$ cat src/hw/rtl/pcep_pkg.sv
// ----------------------------------------------------------------------------
// pcep_pkg
// Shared types and constants of the palette color-effect and pack unit.
// ----------------------------------------------------------------------------
package pcep_pkg;

  localparam int ChW    = 8;   // color channel
  localparam int MultW  = 24;  // tint / add multiplier
  localparam int LightW = 10;  // one light factor
  localparam int ShW    = 6;   // tint / add shift
  localparam int DropW  = 3;
  localparam int PosW   = 5;
  localparam int WordW  = 32;
  localparam int IdxW   = 3;
  localparam int CfgW   = 42;
  localparam int NumCh  = 3;   // 0 red, 1 green, 2 blue

  localparam int ProdW  = MultW + ChW;    // 32
  localparam int LProdW = LightW + ChW;   // 18

  localparam logic [ChW-1:0] GreyRedOffs = 8'd21;

  // register indexes
  typedef enum logic [IdxW-1:0] {
    REG_TINT_RED   = 3'd0,
    REG_TINT_GREEN = 3'd1,
    REG_TINT_BLUE  = 3'd2,
    REG_ADD_RED    = 3'd3,
    REG_ADD_GREEN  = 3'd4,
    REG_ADD_BLUE   = 3'd5,
    REG_LIGHT      = 3'd6,
    REG_FORMAT     = 3'd7
  } pcep_reg_t;

  localparam logic [MultW-1:0]      MultRst  = 24'd1;
  localparam logic [3*LightW-1:0]   LightRst = 30'h0820820;
  localparam logic [CfgW-1:0]       FmtRst   = '0;

  // format_control field positions
  localparam int FcTintEn  = 0;
  localparam int FcAddEn   = 1;
  localparam int FcLightEn = 2;
  localparam int FcGreyAvg = 3;
  localparam int FcGreyGrn = 4;
  localparam int FcMode16  = 5;
  localparam int FcTintSh  = 6;
  localparam int FcAddSh   = 12;
  localparam int FcDrop    = 18;
  localparam int FcPos     = 27;

  // decoded configuration, handed from the register file to the datapath
  typedef struct packed {
    logic [NumCh-1:0][MultW-1:0]  tint;
    logic [NumCh-1:0][MultW-1:0]  add;
    logic [NumCh-1:0][LightW-1:0] light;
    logic                         tint_en;
    logic                         add_en;
    logic                         light_en;
    logic                         grey_avg;
    logic                         grey_green;
    logic                         mode16;
    logic [ShW-1:0]               tint_sh;
    logic [ShW-1:0]               add_sh;
    logic [NumCh-1:0][DropW-1:0]  drop;
    logic [NumCh-1:0][PosW-1:0]   pos;
  } pcep_cfg_t;

  typedef logic [NumCh-1:0][ChW-1:0] pcep_rgb_t;

endpackage

$ cat src/hw/rtl/pcep_if.sv
// ----------------------------------------------------------------------------
// pcep_if
// Valid/ready channels of the palette color-effect and pack unit.
// ----------------------------------------------------------------------------
interface pcep_in_if;
  logic       valid;
  logic       ready;
  logic [7:0] red;
  logic [7:0] green;
  logic [7:0] blue;
  logic       reserved;

  modport source (output valid, red, green, blue, reserved, input ready);
  modport sink   (input valid, red, green, blue, reserved, output ready);
endinterface

interface pcep_out_if;
  logic        valid;
  logic        ready;
  logic [31:0] packed_color;

  modport source (output valid, packed_color, input ready);
  modport sink   (input valid, packed_color, output ready);
endinterface

interface pcep_cfg_if;
  logic        valid;
  logic        ready;
  logic [2:0]  index;
  logic [41:0] data;

  modport source (output valid, index, data, input ready);
  modport sink   (input valid, index, data, output ready);
endinterface

$ cat src/hw/rtl/pcep_regs.sv
// ----------------------------------------------------------------------------
// pcep_regs
// Configuration register file; decodes format_control into fields.
// ----------------------------------------------------------------------------
module pcep_regs (
  input  logic                clk,
  input  logic                rst_n,
  pcep_cfg_if.sink            cfg_ch,
  output pcep_pkg::pcep_cfg_t cfg_o
);
  import pcep_pkg::*;

  logic [NumCh-1:0][MultW-1:0] tint_r;
  logic [NumCh-1:0][MultW-1:0] add_r;
  logic [3*LightW-1:0]         light_r;
  logic [CfgW-1:0]             fmt_r;

  assign cfg_ch.ready = 1'b1;

  always_ff @(posedge clk) begin
    if (!rst_n) begin
      tint_r  <= {NumCh{MultRst}};
      add_r   <= {NumCh{MultRst}};
      light_r <= LightRst;
      fmt_r   <= FmtRst;
    end else if (cfg_ch.valid) begin
      unique case (pcep_reg_t'(cfg_ch.index))
        REG_TINT_RED:   tint_r[0] <= cfg_ch.data[MultW-1:0];
        REG_TINT_GREEN: tint_r[1] <= cfg_ch.data[MultW-1:0];
        REG_TINT_BLUE:  tint_r[2] <= cfg_ch.data[MultW-1:0];
        REG_ADD_RED:    add_r[0]  <= cfg_ch.data[MultW-1:0];
        REG_ADD_GREEN:  add_r[1]  <= cfg_ch.data[MultW-1:0];
        REG_ADD_BLUE:   add_r[2]  <= cfg_ch.data[MultW-1:0];
        REG_LIGHT:      light_r   <= cfg_ch.data[3*LightW-1:0];
        REG_FORMAT:     fmt_r     <= cfg_ch.data;
        default: ;
      endcase
    end
  end

  always_comb begin
    cfg_o            = '0;
    cfg_o.tint       = tint_r;
    cfg_o.add        = add_r;
    cfg_o.light      = light_r;
    cfg_o.tint_en    = fmt_r[FcTintEn];
    cfg_o.add_en     = fmt_r[FcAddEn];
    cfg_o.light_en   = fmt_r[FcLightEn];
    cfg_o.grey_avg   = fmt_r[FcGreyAvg];
    cfg_o.grey_green = fmt_r[FcGreyGrn];
    cfg_o.mode16     = fmt_r[FcMode16];
    cfg_o.tint_sh    = fmt_r[FcTintSh +: ShW];
    cfg_o.add_sh     = fmt_r[FcAddSh +: ShW];
    cfg_o.drop       = fmt_r[FcDrop +: NumCh*DropW];
    cfg_o.pos        = fmt_r[FcPos +: NumCh*PosW];
  end

endmodule

$ cat src/hw/rtl/pcep_scale.sv
// ----------------------------------------------------------------------------
// pcep_scale
// One channel of a multiply-and-shift stage, optionally on the complement.
// Two register stages: product, then shift / select.
// ----------------------------------------------------------------------------
module pcep_scale (
  input  logic                      clk,
  input  logic                      en,
  input  logic                      act_i,   // stage on for this word
  input  logic                      inv_i,   // complement before and after
  input  logic [pcep_pkg::ChW-1:0]  ch_i,
  input  logic [pcep_pkg::MultW-1:0] mult_i,
  input  logic [pcep_pkg::ShW-1:0]  shift_i,
  output logic [pcep_pkg::ChW-1:0]  ch_o
);
  import pcep_pkg::*;

  logic [ChW-1:0]   opnd;
  logic [ProdW-1:0] prod_nxt, prod_r;
  logic             act_r;
  logic [ChW-1:0]   byp_r;
  logic [ProdW-1:0] shifted;
  logic [ChW-1:0]   res, ch_nxt, ch_r;

  assign opnd     = inv_i ? ~ch_i : ch_i;
  assign prod_nxt = ProdW'(mult_i) * ProdW'(opnd);

  always_ff @(posedge clk) begin
    if (en) begin
      prod_r <= prod_nxt;
      act_r  <= act_i;
      byp_r  <= ch_i;
    end
  end

  // shifts of 32 and up clear the whole product
  assign shifted = shift_i[ShW-1] ? '0 : (prod_r >> shift_i[ShW-2:0]);
  assign res     = inv_i ? ~shifted[ChW-1:0] : shifted[ChW-1:0];
  assign ch_nxt  = act_r ? res : byp_r;

  always_ff @(posedge clk) begin
    if (en) ch_r <= ch_nxt;
  end

  assign ch_o = ch_r;

endmodule

$ cat src/hw/rtl/pcep_light.sv
// ----------------------------------------------------------------------------
// pcep_light
// Light stage: when active, channel times factor, divided by eight, saturated to 255.
// ----------------------------------------------------------------------------
module pcep_light (
  input  logic                 clk,
  input  logic                 en,
  input  logic                 act_i,
  input  pcep_pkg::pcep_rgb_t  rgb_i,
  input  pcep_pkg::pcep_cfg_t  cfg_i,
  output pcep_pkg::pcep_rgb_t  rgb_o
);
  import pcep_pkg::*;

  pcep_rgb_t rgb_nxt, rgb_r;

  always_comb begin
    logic [LProdW-1:0] prod;
    logic [LProdW-4:0] quot;
    rgb_nxt = rgb_i;
    for (int c = 0; c < NumCh; c++) begin
      prod = LProdW'(cfg_i.light[c]) * LProdW'(rgb_i[c]);
      quot = prod[LProdW-1:3];
      if (act_i) rgb_nxt[c] = (quot > (LProdW-3)'(8'hFF)) ? 8'hFF : quot[ChW-1:0];
    end
  end

  always_ff @(posedge clk) begin
    if (en) rgb_r <= rgb_nxt;
  end

  assign rgb_o = rgb_r;

endmodule

$ cat src/hw/rtl/pcep_pack.sv
// ----------------------------------------------------------------------------
// pcep_pack
// Packs the channels into a display word and swaps out full pure green in non-reserved words.
// ----------------------------------------------------------------------------
module pcep_pack (
  input  logic                          clk,
  input  logic                          en,
  input  logic                          rsv_i,
  input  pcep_pkg::pcep_rgb_t           rgb_i,
  input  pcep_pkg::pcep_cfg_t           cfg_i,
  output logic [pcep_pkg::WordW-1:0]    word_o
);
  import pcep_pkg::*;

  logic [WordW-1:0] word_nxt, word_r;

  always_comb begin
    logic [DropW-1:0] drop;
    logic [ChW-1:0]   gmax;
    logic [WordW-1:0] word, wmask, top, below;
    word = '0;
    for (int c = 0; c < NumCh; c++) begin
      drop = cfg_i.mode16 ? cfg_i.drop[c] : '0;
      word = word | (WordW'(rgb_i[c] >> drop) << cfg_i.pos[c]);
    end
    wmask = cfg_i.mode16 ? 32'h0000_FFFF : 32'hFFFF_FFFF;
    word  = word & wmask;
    gmax  = 8'hFF >> (cfg_i.mode16 ? cfg_i.drop[1] : '0);
    top   = WordW'(gmax) << cfg_i.pos[1];
    below = WordW'(gmax - 8'd1) << cfg_i.pos[1];
    word_nxt = (!rsv_i && word == top) ? (below & wmask) : word;
  end

  always_ff @(posedge clk) begin
    if (en) word_r <= word_nxt;
  end

  assign word_o = word_r;

endmodule

$ cat src/hw/rtl/palette_color_effect_pack_core.sv
// ----------------------------------------------------------------------------
// palette_color_effect_pack_core
// Palette color-effect unit: grey, tint, inverse add, light, pack.
// ----------------------------------------------------------------------------
// Usage:
//  - in_ch takes one palette word (red, green, blue, reserved) per cycle when not stalled.
//  - out_ch gives one packed display word per input word, in order.
//  - cfg_ch writes the eight registers (index 0..7); it is always ready.
//    Write only while no word is in flight.
// Throughput: one word per clock when not stalled, fixed by a seven-stage pipeline:
//   grey, tint product, tint shift, add product, add shift, light, pack.
// Stall: the whole pipeline freezes while the output word is held
//   (out valid and not ready); in_ch.ready drops in that case only.
//   Bubbles in the pipeline are not squeezed out.
// Reset (rst_n low, synchronous): pipeline emptied, multipliers back to 1,
//   light factors to red 32, green 130, blue 8, format control to 0 (all effects off).
// ----------------------------------------------------------------------------
module palette_color_effect_pack_core (
  input  logic        clk,
  input  logic        rst_n,
  pcep_in_if.sink     in_ch,
  pcep_out_if.source  out_ch,
  pcep_cfg_if.sink    cfg_ch
);
  import pcep_pkg::*;

  localparam int NStg = 7;

  pcep_cfg_t        cfg;
  logic             en;
  logic [NStg:1]    v_r;     // valid per stage
  logic [NStg:1]    rsv_r;   // reserved mark per stage
  pcep_rgb_t        grey_nxt, grey_r;
  pcep_rgb_t        tint_rgb, add_rgb, light_rgb;
  logic [WordW-1:0] word;

  pcep_regs u_regs (
    .clk    (clk),
    .rst_n  (rst_n),
    .cfg_ch (cfg_ch),
    .cfg_o  (cfg)
  );

  // pipeline moves unless the finished word is held by the receiver
  assign en          = !v_r[NStg] || out_ch.ready;
  assign in_ch.ready = en;

  always_ff @(posedge clk) begin
    if (!rst_n) begin
      v_r <= '0;
    end else if (en) begin
      v_r <= {v_r[NStg-1:1], in_ch.valid};
    end
  end

  always_ff @(posedge clk) begin
    if (en) rsv_r <= {rsv_r[NStg-1:1], in_ch.reserved};
  end

  // stage 1: grey modes; average first, grey-green on its result
  always_comb begin
    logic [ChW+1:0] sum;
    logic [ChW-1:0] r, g, b;
    sum = '0;
    r = in_ch.red;
    g = in_ch.green;
    b = in_ch.blue;
    if (!in_ch.reserved && cfg.grey_avg) begin
      sum = (ChW+2)'(r) + (ChW+2)'(g) + (ChW+2)'(b);
      r   = sum[ChW+1:2];
      g   = r;
    end
    if (!in_ch.reserved && cfg.grey_green) begin
      sum = (ChW+2)'(r) + (ChW+2)'(g) + (ChW+2)'(b);
      g   = sum[ChW+1:2];
      b   = g;
      r   = g + GreyRedOffs;  // wraps to 8 bits
    end
    grey_nxt = {b, g, r};
  end

  always_ff @(posedge clk) begin
    if (en) grey_r <= grey_nxt;
  end

  // stages 2-3 tint, stages 4-5 inverse add
  for (genvar c = 0; c < NumCh; c++) begin : g_ch
    pcep_scale u_tint (
      .clk     (clk),
      .en      (en),
      .act_i   (cfg.tint_en && !rsv_r[1]),
      .inv_i   (1'b0),
      .ch_i    (grey_r[c]),
      .mult_i  (cfg.tint[c]),
      .shift_i (cfg.tint_sh),
      .ch_o    (tint_rgb[c])
    );

    pcep_scale u_add (
      .clk     (clk),
      .en      (en),
      .act_i   (cfg.add_en && !rsv_r[3]),
      .inv_i   (1'b1),
      .ch_i    (tint_rgb[c]),
      .mult_i  (cfg.add[c]),
      .shift_i (cfg.add_sh),
      .ch_o    (add_rgb[c])
    );
  end

  // stage 6 light
  pcep_light u_light (
    .clk   (clk),
    .en    (en),
    .act_i (cfg.light_en && !rsv_r[5]),
    .rgb_i (add_rgb),
    .cfg_i (cfg),
    .rgb_o (light_rgb)
  );

  // stage 7 pack, also the output register
  pcep_pack u_pack (
    .clk    (clk),
    .en     (en),
    .rsv_i  (rsv_r[6]),
    .rgb_i  (light_rgb),
    .cfg_i  (cfg),
    .word_o (word)
  );

  assign out_ch.valid        = v_r[NStg];
  assign out_ch.packed_color = word;

  // ---------------------------------------------------------------- checks
  a_rst_empty: assert property (@(posedge clk) !rst_n |=> !out_ch.valid)
    else $error("output valid right after reset");

  a_stall_hold: assert property (@(posedge clk) disable iff (!rst_n)
    (v_r[NStg] && !out_ch.ready) |=> ($stable(v_r) && $stable(light_rgb)))
    else $error("pipeline moved while output stalled");

  a_mode16_top: assert property (@(posedge clk) disable iff (!rst_n)
    (out_ch.valid && cfg.mode16) |-> (out_ch.packed_color[WordW-1:16] == '0))
    else $error("upper half set in 16-bit mode");

endmodule

$ cat src/flat_wrapper.sv
// flat-port wrapper written by rule: the top's interface ports become plain ports
module palette_color_effect_pack_core_flat import pcep_pkg::*;
  (clk, rst_n, in_ch_valid, in_ch_red, in_ch_green, in_ch_blue, in_ch_reserved, in_ch_ready, out_ch_valid, out_ch_packed_color, out_ch_ready, cfg_ch_valid, cfg_ch_index, cfg_ch_data, cfg_ch_ready);
  pcep_in_if in_ch_i ();
  pcep_out_if out_ch_i ();
  pcep_cfg_if cfg_ch_i ();
  input  logic clk;
  input  logic rst_n;
  input wire logic [$bits(in_ch_i.valid)-1:0] in_ch_valid;
  input wire logic [$bits(in_ch_i.red)-1:0] in_ch_red;
  input wire logic [$bits(in_ch_i.green)-1:0] in_ch_green;
  input wire logic [$bits(in_ch_i.blue)-1:0] in_ch_blue;
  input wire logic [$bits(in_ch_i.reserved)-1:0] in_ch_reserved;
  output wire logic [$bits(in_ch_i.ready)-1:0] in_ch_ready;
  output wire logic [$bits(out_ch_i.valid)-1:0] out_ch_valid;
  output wire logic [$bits(out_ch_i.packed_color)-1:0] out_ch_packed_color;
  input wire logic [$bits(out_ch_i.ready)-1:0] out_ch_ready;
  input wire logic [$bits(cfg_ch_i.valid)-1:0] cfg_ch_valid;
  input wire logic [$bits(cfg_ch_i.index)-1:0] cfg_ch_index;
  input wire logic [$bits(cfg_ch_i.data)-1:0] cfg_ch_data;
  output wire logic [$bits(cfg_ch_i.ready)-1:0] cfg_ch_ready;
  assign in_ch_i.valid = in_ch_valid;
  assign in_ch_i.red = in_ch_red;
  assign in_ch_i.green = in_ch_green;
  assign in_ch_i.blue = in_ch_blue;
  assign in_ch_i.reserved = in_ch_reserved;
  assign in_ch_ready = in_ch_i.ready;
  assign out_ch_valid = out_ch_i.valid;
  assign out_ch_packed_color = out_ch_i.packed_color;
  assign out_ch_i.ready = out_ch_ready;
  assign cfg_ch_i.valid = cfg_ch_valid;
  assign cfg_ch_i.index = cfg_ch_index;
  assign cfg_ch_i.data = cfg_ch_data;
  assign cfg_ch_ready = cfg_ch_i.ready;
  palette_color_effect_pack_core u_core (.clk(clk), .rst_n(rst_n), .in_ch(in_ch_i), .out_ch(out_ch_i), .cfg_ch(cfg_ch_i));
endmodule
$ cat config.mk
export PLATFORM = sky130hd
export DESIGN_NAME = palette_color_effect_pack_core_flat
export DESIGN_NICKNAME = d
export VERILOG_FILES = /design/src/hw/rtl/pcep_pkg.sv /design/src/hw/rtl/pcep_if.sv /design/src/hw/rtl/pcep_regs.sv /design/src/hw/rtl/pcep_scale.sv /design/src/hw/rtl/pcep_light.sv /design/src/hw/rtl/pcep_pack.sv /design/src/hw/rtl/palette_color_effect_pack_core.sv /design/src/flat_wrapper.sv
export SDC_FILE = /design/constraint.sdc
export NUM_CORES = 2
export LEC_CHECK = 0
export ABC_AREA = 1
export BUFFER_PORTS_ARGS = -buffer_cell sky130_fd_sc_hd__clkbuf_2
export CAP_MARGIN = 20
export CORE_MARGIN = 5
export CORE_UTILIZATION = 30
export DETAILED_ROUTE_END_ITERATION = 8
export GPL_ROUTABILITY_DRIVEN = 0
export SYNTH_ARGS = -nofsm -noshare
export SYNTH_HDL_FRONTEND = slang
export SYNTH_SLANG_ARGS = --single-unit
export TNS_END_PERCENT = 100
$ cat constraint.sdc
create_clock -name clk -period 12.3 [get_ports clk]
set_input_delay 1.845 -clock clk [delete_from_list [all_inputs] [get_ports clk]]
set_output_delay 1.845 -clock clk [all_outputs]
set_load 0.01 [all_outputs]
==> out/results.txt <==
Internal power: 4910 µW. The time the worst path needs with I/O delays and setup is 6.39 ns, and the total routing resource utilization after global routing is 16.7%. In this run, post-CTS repair resized a total of 0 instances.

The worst setup skew after layout was 0.0768 ns; the final-layout worst hold slack was 0.423 ns. The number of synthesized register bits was 599. In the final design database the tool counted 11158 nets. The proportion of synthesized area in mux cells came out at 0.214%. The placeable core region is 248000 µm², and the number of antenna violations at the first check in global routing is 28. The power density normalized to cell area works out to 97.2 nW/µm².

The async set-reset flop share out of synthesis came out at 0%. The capturing element type of the critical path was a flop. The worst hold path belongs to the class reg -> reg. Combinational logic is responsible for 32.6% of the overall power. The startpoint-to-endpoint class of the critical path is reg -> reg.

The highest attainable clock frequency was 156 MHz; the post-detailed-route DRC marker count was 0. The share of total power consumed by net switching is 37.9%. The logs give 0 for the count of nets left with antenna violations after detail routing and 161000 µm for the detailed placement HPWL. The worst hold path begins at u_core.rsv_r[2]$_DFFE_PP_. The number of max-cap violations came out at 0. After technology mapping, the gate count stands at 9935. Counting flops with a built-in enable in the synthesized netlist gives 376. The worst reg-to-reg setup slack came out at 5.91 ns. First element of the critical path: u_core.g_ch[0].u_tint.ch_o[3]$_DFFE_PP_. The critical path arrival is 6.81 ns, and the die height is 510 µm. The flow ran to the end, and the final reports show no timing, DRC or antenna violations. In this run the clock root is driven by a sky130_fd_sc_hd__clkbuf_16.

After Yosys synthesis, full adders, half adders and majority gates account for 32.6% of the synthesized area. Type of element launching the critical path: a flop. In the synthesized netlist the dominant register cell turns out to be sky130_fd_sc_hd__edfxtp_1. The number of cells on the worst reg-to-reg path is 19.

The synthesized-area fraction occupied by xor and xnor cells is 2.43%. The sequential share of power is 33.9%. The share of the clock period used by the worst path after layout is 52.0%, and the slew of the pin with the lowest slew margin is 1.11 ns.

Setup repair after global routing left no endpoint under its margin. The initial core utilization is 30.1%, and the worst ir drop on vdd is 0.0994 mV. Summed over all nets, the switching power comes to 2990 µW. The synthesized netlist devotes 22.4% of its cell area to simple gates. Counting instances in the post-synthesis netlist gives the leading cell types as 2699 x sky130_fd_sc_hd__nand2_1, 1660 x sky130_fd_sc_hd__inv_1, 938 x sky130_fd_sc_hd__fa_1, 779 x sky130_fd_sc_hd__nor2_1, 595 x sky130_fd_sc_hd__o21ai_0. The run gives 0 as the number of warning messages in the yosys log.

Clock-pin slew was measured on the worst setup and hold paths at 0.06 ns. Among cell families on the critical path, the largest total delay comes from adder cells. In this run the horizontal extent of the chip is 510 µm.

Along the worst hold path, the cell count comes to 0. The first detailed-routing pass took 6 iterations. The tools report the die footprint as 260000 µm².

Of all cell types, the one taking the most synthesized area is sky130_fd_sc_hd__fa_1. The worst register-to-register path ends at u_core.g_ch[0].u_add.prod_r[29]$_DFFE_PP_. Counting distinct cell types in the post-synthesis netlist gives 58.

The tools report the beginning of the worst register-to-register path as u_core.g_ch[0].u_tint.ch_o[3]$_DFFE_PP_. Entering global routing, the biggest net connects 182 pins. The run gives 0 as the final setup violation count. Relative to the synthesized area, the layout overhead comes to 8.57%.

For this run, the slowest stage of the critical path takes 1.08 ns. The slowest stage of the critical path is the sky130_fd_sc_hd__edfxtp_1 cell. The count of final max-slew check failures is 0, and the relative slew slack is 24.9%.

The largest buffer count on any clock path was 3; the mean cell area of the mapped netlist was 7.54 µm². Average vias per placed instance: 4.83. For this run, the number of standard cells in the final layout without fillers is 13115. The hold buffer count at cts came out at 0.

In this run the static leakage power is 0.0386 µW. The cell row count is 183. The path with the worst hold slack has its endpoint at u_core.rsv_r[3]$_DFFE_PP_. Summing internal, switching and leakage power gives 7900 µW. The fraction of post-synthesis cell area in the top cell type by area was 25.1%.

Buffers added to address setup during post-CTS repair amount to 0. The final route contains 63300 vias. The clock net in this run drives a total of 599 sinks. In this run the count of I/O pins placed on the die edge is 110.

Traced cell by cell, the critical path runs through nor2_1 > fa_1 > inv_1 > fa_1 > fa_1 > fa_1 > inv_1 > ha_1 > a21oi_1 > inv_1 > a31oi_1 > o21ai_0 > a21oi_1 > o21ai_0 > a21boi_0 > o21ai_0 > a21boi_0 > o21ai_0 > xor2_1. The clock network power share is 33.5%, and the final wirelength is 217000 µm. The first routing iteration left 4811 violations. The largest fanout on the critical path was 23. TritonCTS built the clock tree.

The final routed wire length divided by cell count was 16.6 µm; the number of global-route vias before repair was 62456. The H-tree was split into 3 levels. At the worst endpoint, the required time is 12.72 ns. Port buffering added 108 buffers. The cell with the most instances after synthesis is sky130_fd_sc_hd__nand2_1. For the netlist area before placement, the log shows 74900 µm². Summing the areas of all compound-gate instances in the mapped netlist gives 10.0% of the synthesized area. The core occupancy in the finished layout came out at 32.7%.

The count of buffering cells on the critical path with inverters included was 3. After synthesis, the largest family of logic cells by area is adder cells. Clock tree synthesis inserted a total of 83 buffers.

Sequential elements use 21.0% of the synthesized area. The logs give 11401 for the net count after synthesis and 0 ns for the total negative setup slack. For the sum of overflow across all layers after global routing, the log shows 0. Of the cells placed in the final design, the portion with a size suffix greater than 1 is 4.05%. Number of hold violations in the final report: 0. The clock reaches the later pin of the worst-skew pair after 0.75 ns.

The number of filler instances in the final layout is 26483, and the wire length of the first global-routing pass is 348000 µm. In this run, placement finished with an instance count of 12935. After synthesis, the cell types taking the most area are sky130_fd_sc_hd__fa_1 25%, sky130_fd_sc_hd__edfxtp_1 15%, sky130_fd_sc_hd__nand2_1 14%, sky130_fd_sc_hd__inv_1 8.3%, sky130_fd_sc_hd__ha_1 7.6%.
[area by class of cell]
| type | count | area, µm² | share of cell area (%) |
|---|---|---|---|
| antenna | 22 | 55.1 | 0.0677 |
| clock buffer | 104 | 2260 | 2.78 |
| clock inverter | 52 | 758 | 0.933 |
| inverter | 1685 | 6330 | 7.79 |
| multi-input combinational | 7136 | 50800 | 62.4 |
| sequential | 599 | 15800 | 19.4 |
| tap | 3330 | 4170 | 5.12 |
| timing repair buffer | 187 | 1200 | 1.48 |
[metal layers]
| layer | vias up | GRT usage [%] | routed length [µm] |
|---|---|---|---|
| li1 | 30646 | - | - |
| met1 | 30423 | 21.9 | 94500 |
| met2 | 1865 | 27.5 | 101000 |
| met3 | 362 | 2.50 | 13600 |
| met4 | 4 | 6.74 | 8560 |
| met5 | - | 0 | 21 |
[power by group through the flow]
| stage | clock, µW | sequential [µW] | combinational, µW |
|---|---|---|---|
| after floorplan | 0 | 2580 | 1970 |
| final | 2640 | 2680 | 2580 |
| after global routing | 2810 | 2710 | 2970 |
| after CTS | 2730 | 2680 | 2580 |
| after detailed placement | 0 | 2720 | 2570 |
| after global placement | 0 | 2720 | 2550 |
[cells in the final DEF (no fill, tap or decap), types with 29 or more instances in the layout]
master / n
sky130_fd_sc_hd__xor2_1: 133
sky130_fd_sc_hd__ha_1: 453
sky130_fd_sc_hd__nand3_1: 560
sky130_fd_sc_hd__a31oi_1: 40
sky130_fd_sc_hd__o2111ai_1: 35
sky130_fd_sc_hd__nand4_1: 72
sky130_fd_sc_hd__buf_4: 75
sky130_fd_sc_hd__a21oi_1: 414
sky130_fd_sc_hd__o22ai_1: 29
sky130_fd_sc_hd__nand2_1: 2699
sky130_fd_sc_hd__nor2_1: 775
sky130_fd_sc_hd__fa_1: 938
sky130_fd_sc_hd__clkbuf_2: 107
sky130_fd_sc_hd__dfxtp_1: 218
sky130_fd_sc_hd__o211ai_1: 38
sky130_fd_sc_hd__clkbuf_16: 84
sky130_fd_sc_hd__o21ai_0: 594
sky130_fd_sc_hd__xnor2_1: 75
sky130_fd_sc_hd__inv_1: 1657
sky130_fd_sc_hd__edfxtp_1: 376
[through the flow]
step,setup slack (ns),cell area [µm²]
after floorplan,1.14,74900
after global placement,5.35,78200
after detailed placement,5.44,78200
after CTS,5.94,81200
after global routing,5.45,81300
final,5.91,81300
[state kept, by name, summed over array words and instances, names as in the netlist]
signal and cells:
u_core.u_pack.word_o 32, u_core.u_regs.fmt_r 42, u_core.u_regs.light_r 30, u_core.g_ch.u_tint.act_r 1
u_core.g_ch.u_add.ch_o 24, u_core.v_r 7, u_core.g_ch.u_tint.prod_r 96, u_core.grey_r 24
u_core.g_ch.u_tint.byp_r 24, u_core.rsv_r 6, u_core.g_ch.u_add.act_r 1, u_core.u_regs.cfg_o 144
u_core.g_ch.u_add.prod_r 96, u_core.u_light.rgb_o 24, u_core.g_ch.u_tint.ch_o 24, u_core.g_ch.u_add.byp_r 24
[logic make-up (layout without fill, tap and decap cells)]
| logic type | count (synthesis) | after routing |
|---|---|---|
| AND/OR/NAND/NOR | 4182 | 4182 |
| flip-flops | 599 | 599 |
| multiplexers | 16 | 16 |
| XOR/XNOR | 208 | 208 |
| AO/OA/AOI/OAI | 1338 | 1338 |
| adder cells (fa/ha/maj) | 1391 | 1391 |
| other | 1 | 23 |
| buffers and inverters | 2200 | 2028 |
[how the worst max path moves through the flow]
stage | cells after the start | endpoint
floorplan | 2 | in_ch_ready
global placement | 33 | u_core.grey_r[6]$_DFFE_PP_
finish | 19 | u_core.g_ch[0].u_add.prod_r[29]$_DFFE_PP_
detailed placement | 33 | u_core.grey_r[6]$_DFFE_PP_
global route | 21 | u_core.g_ch[0].u_add.prod_r[29]$_DFFE_PP_
CTS | 19 | u_core.g_ch[0].u_add.prod_r[29]$_DFFE_PP_
Note: power is estimated with default switching activity, not from simulation.
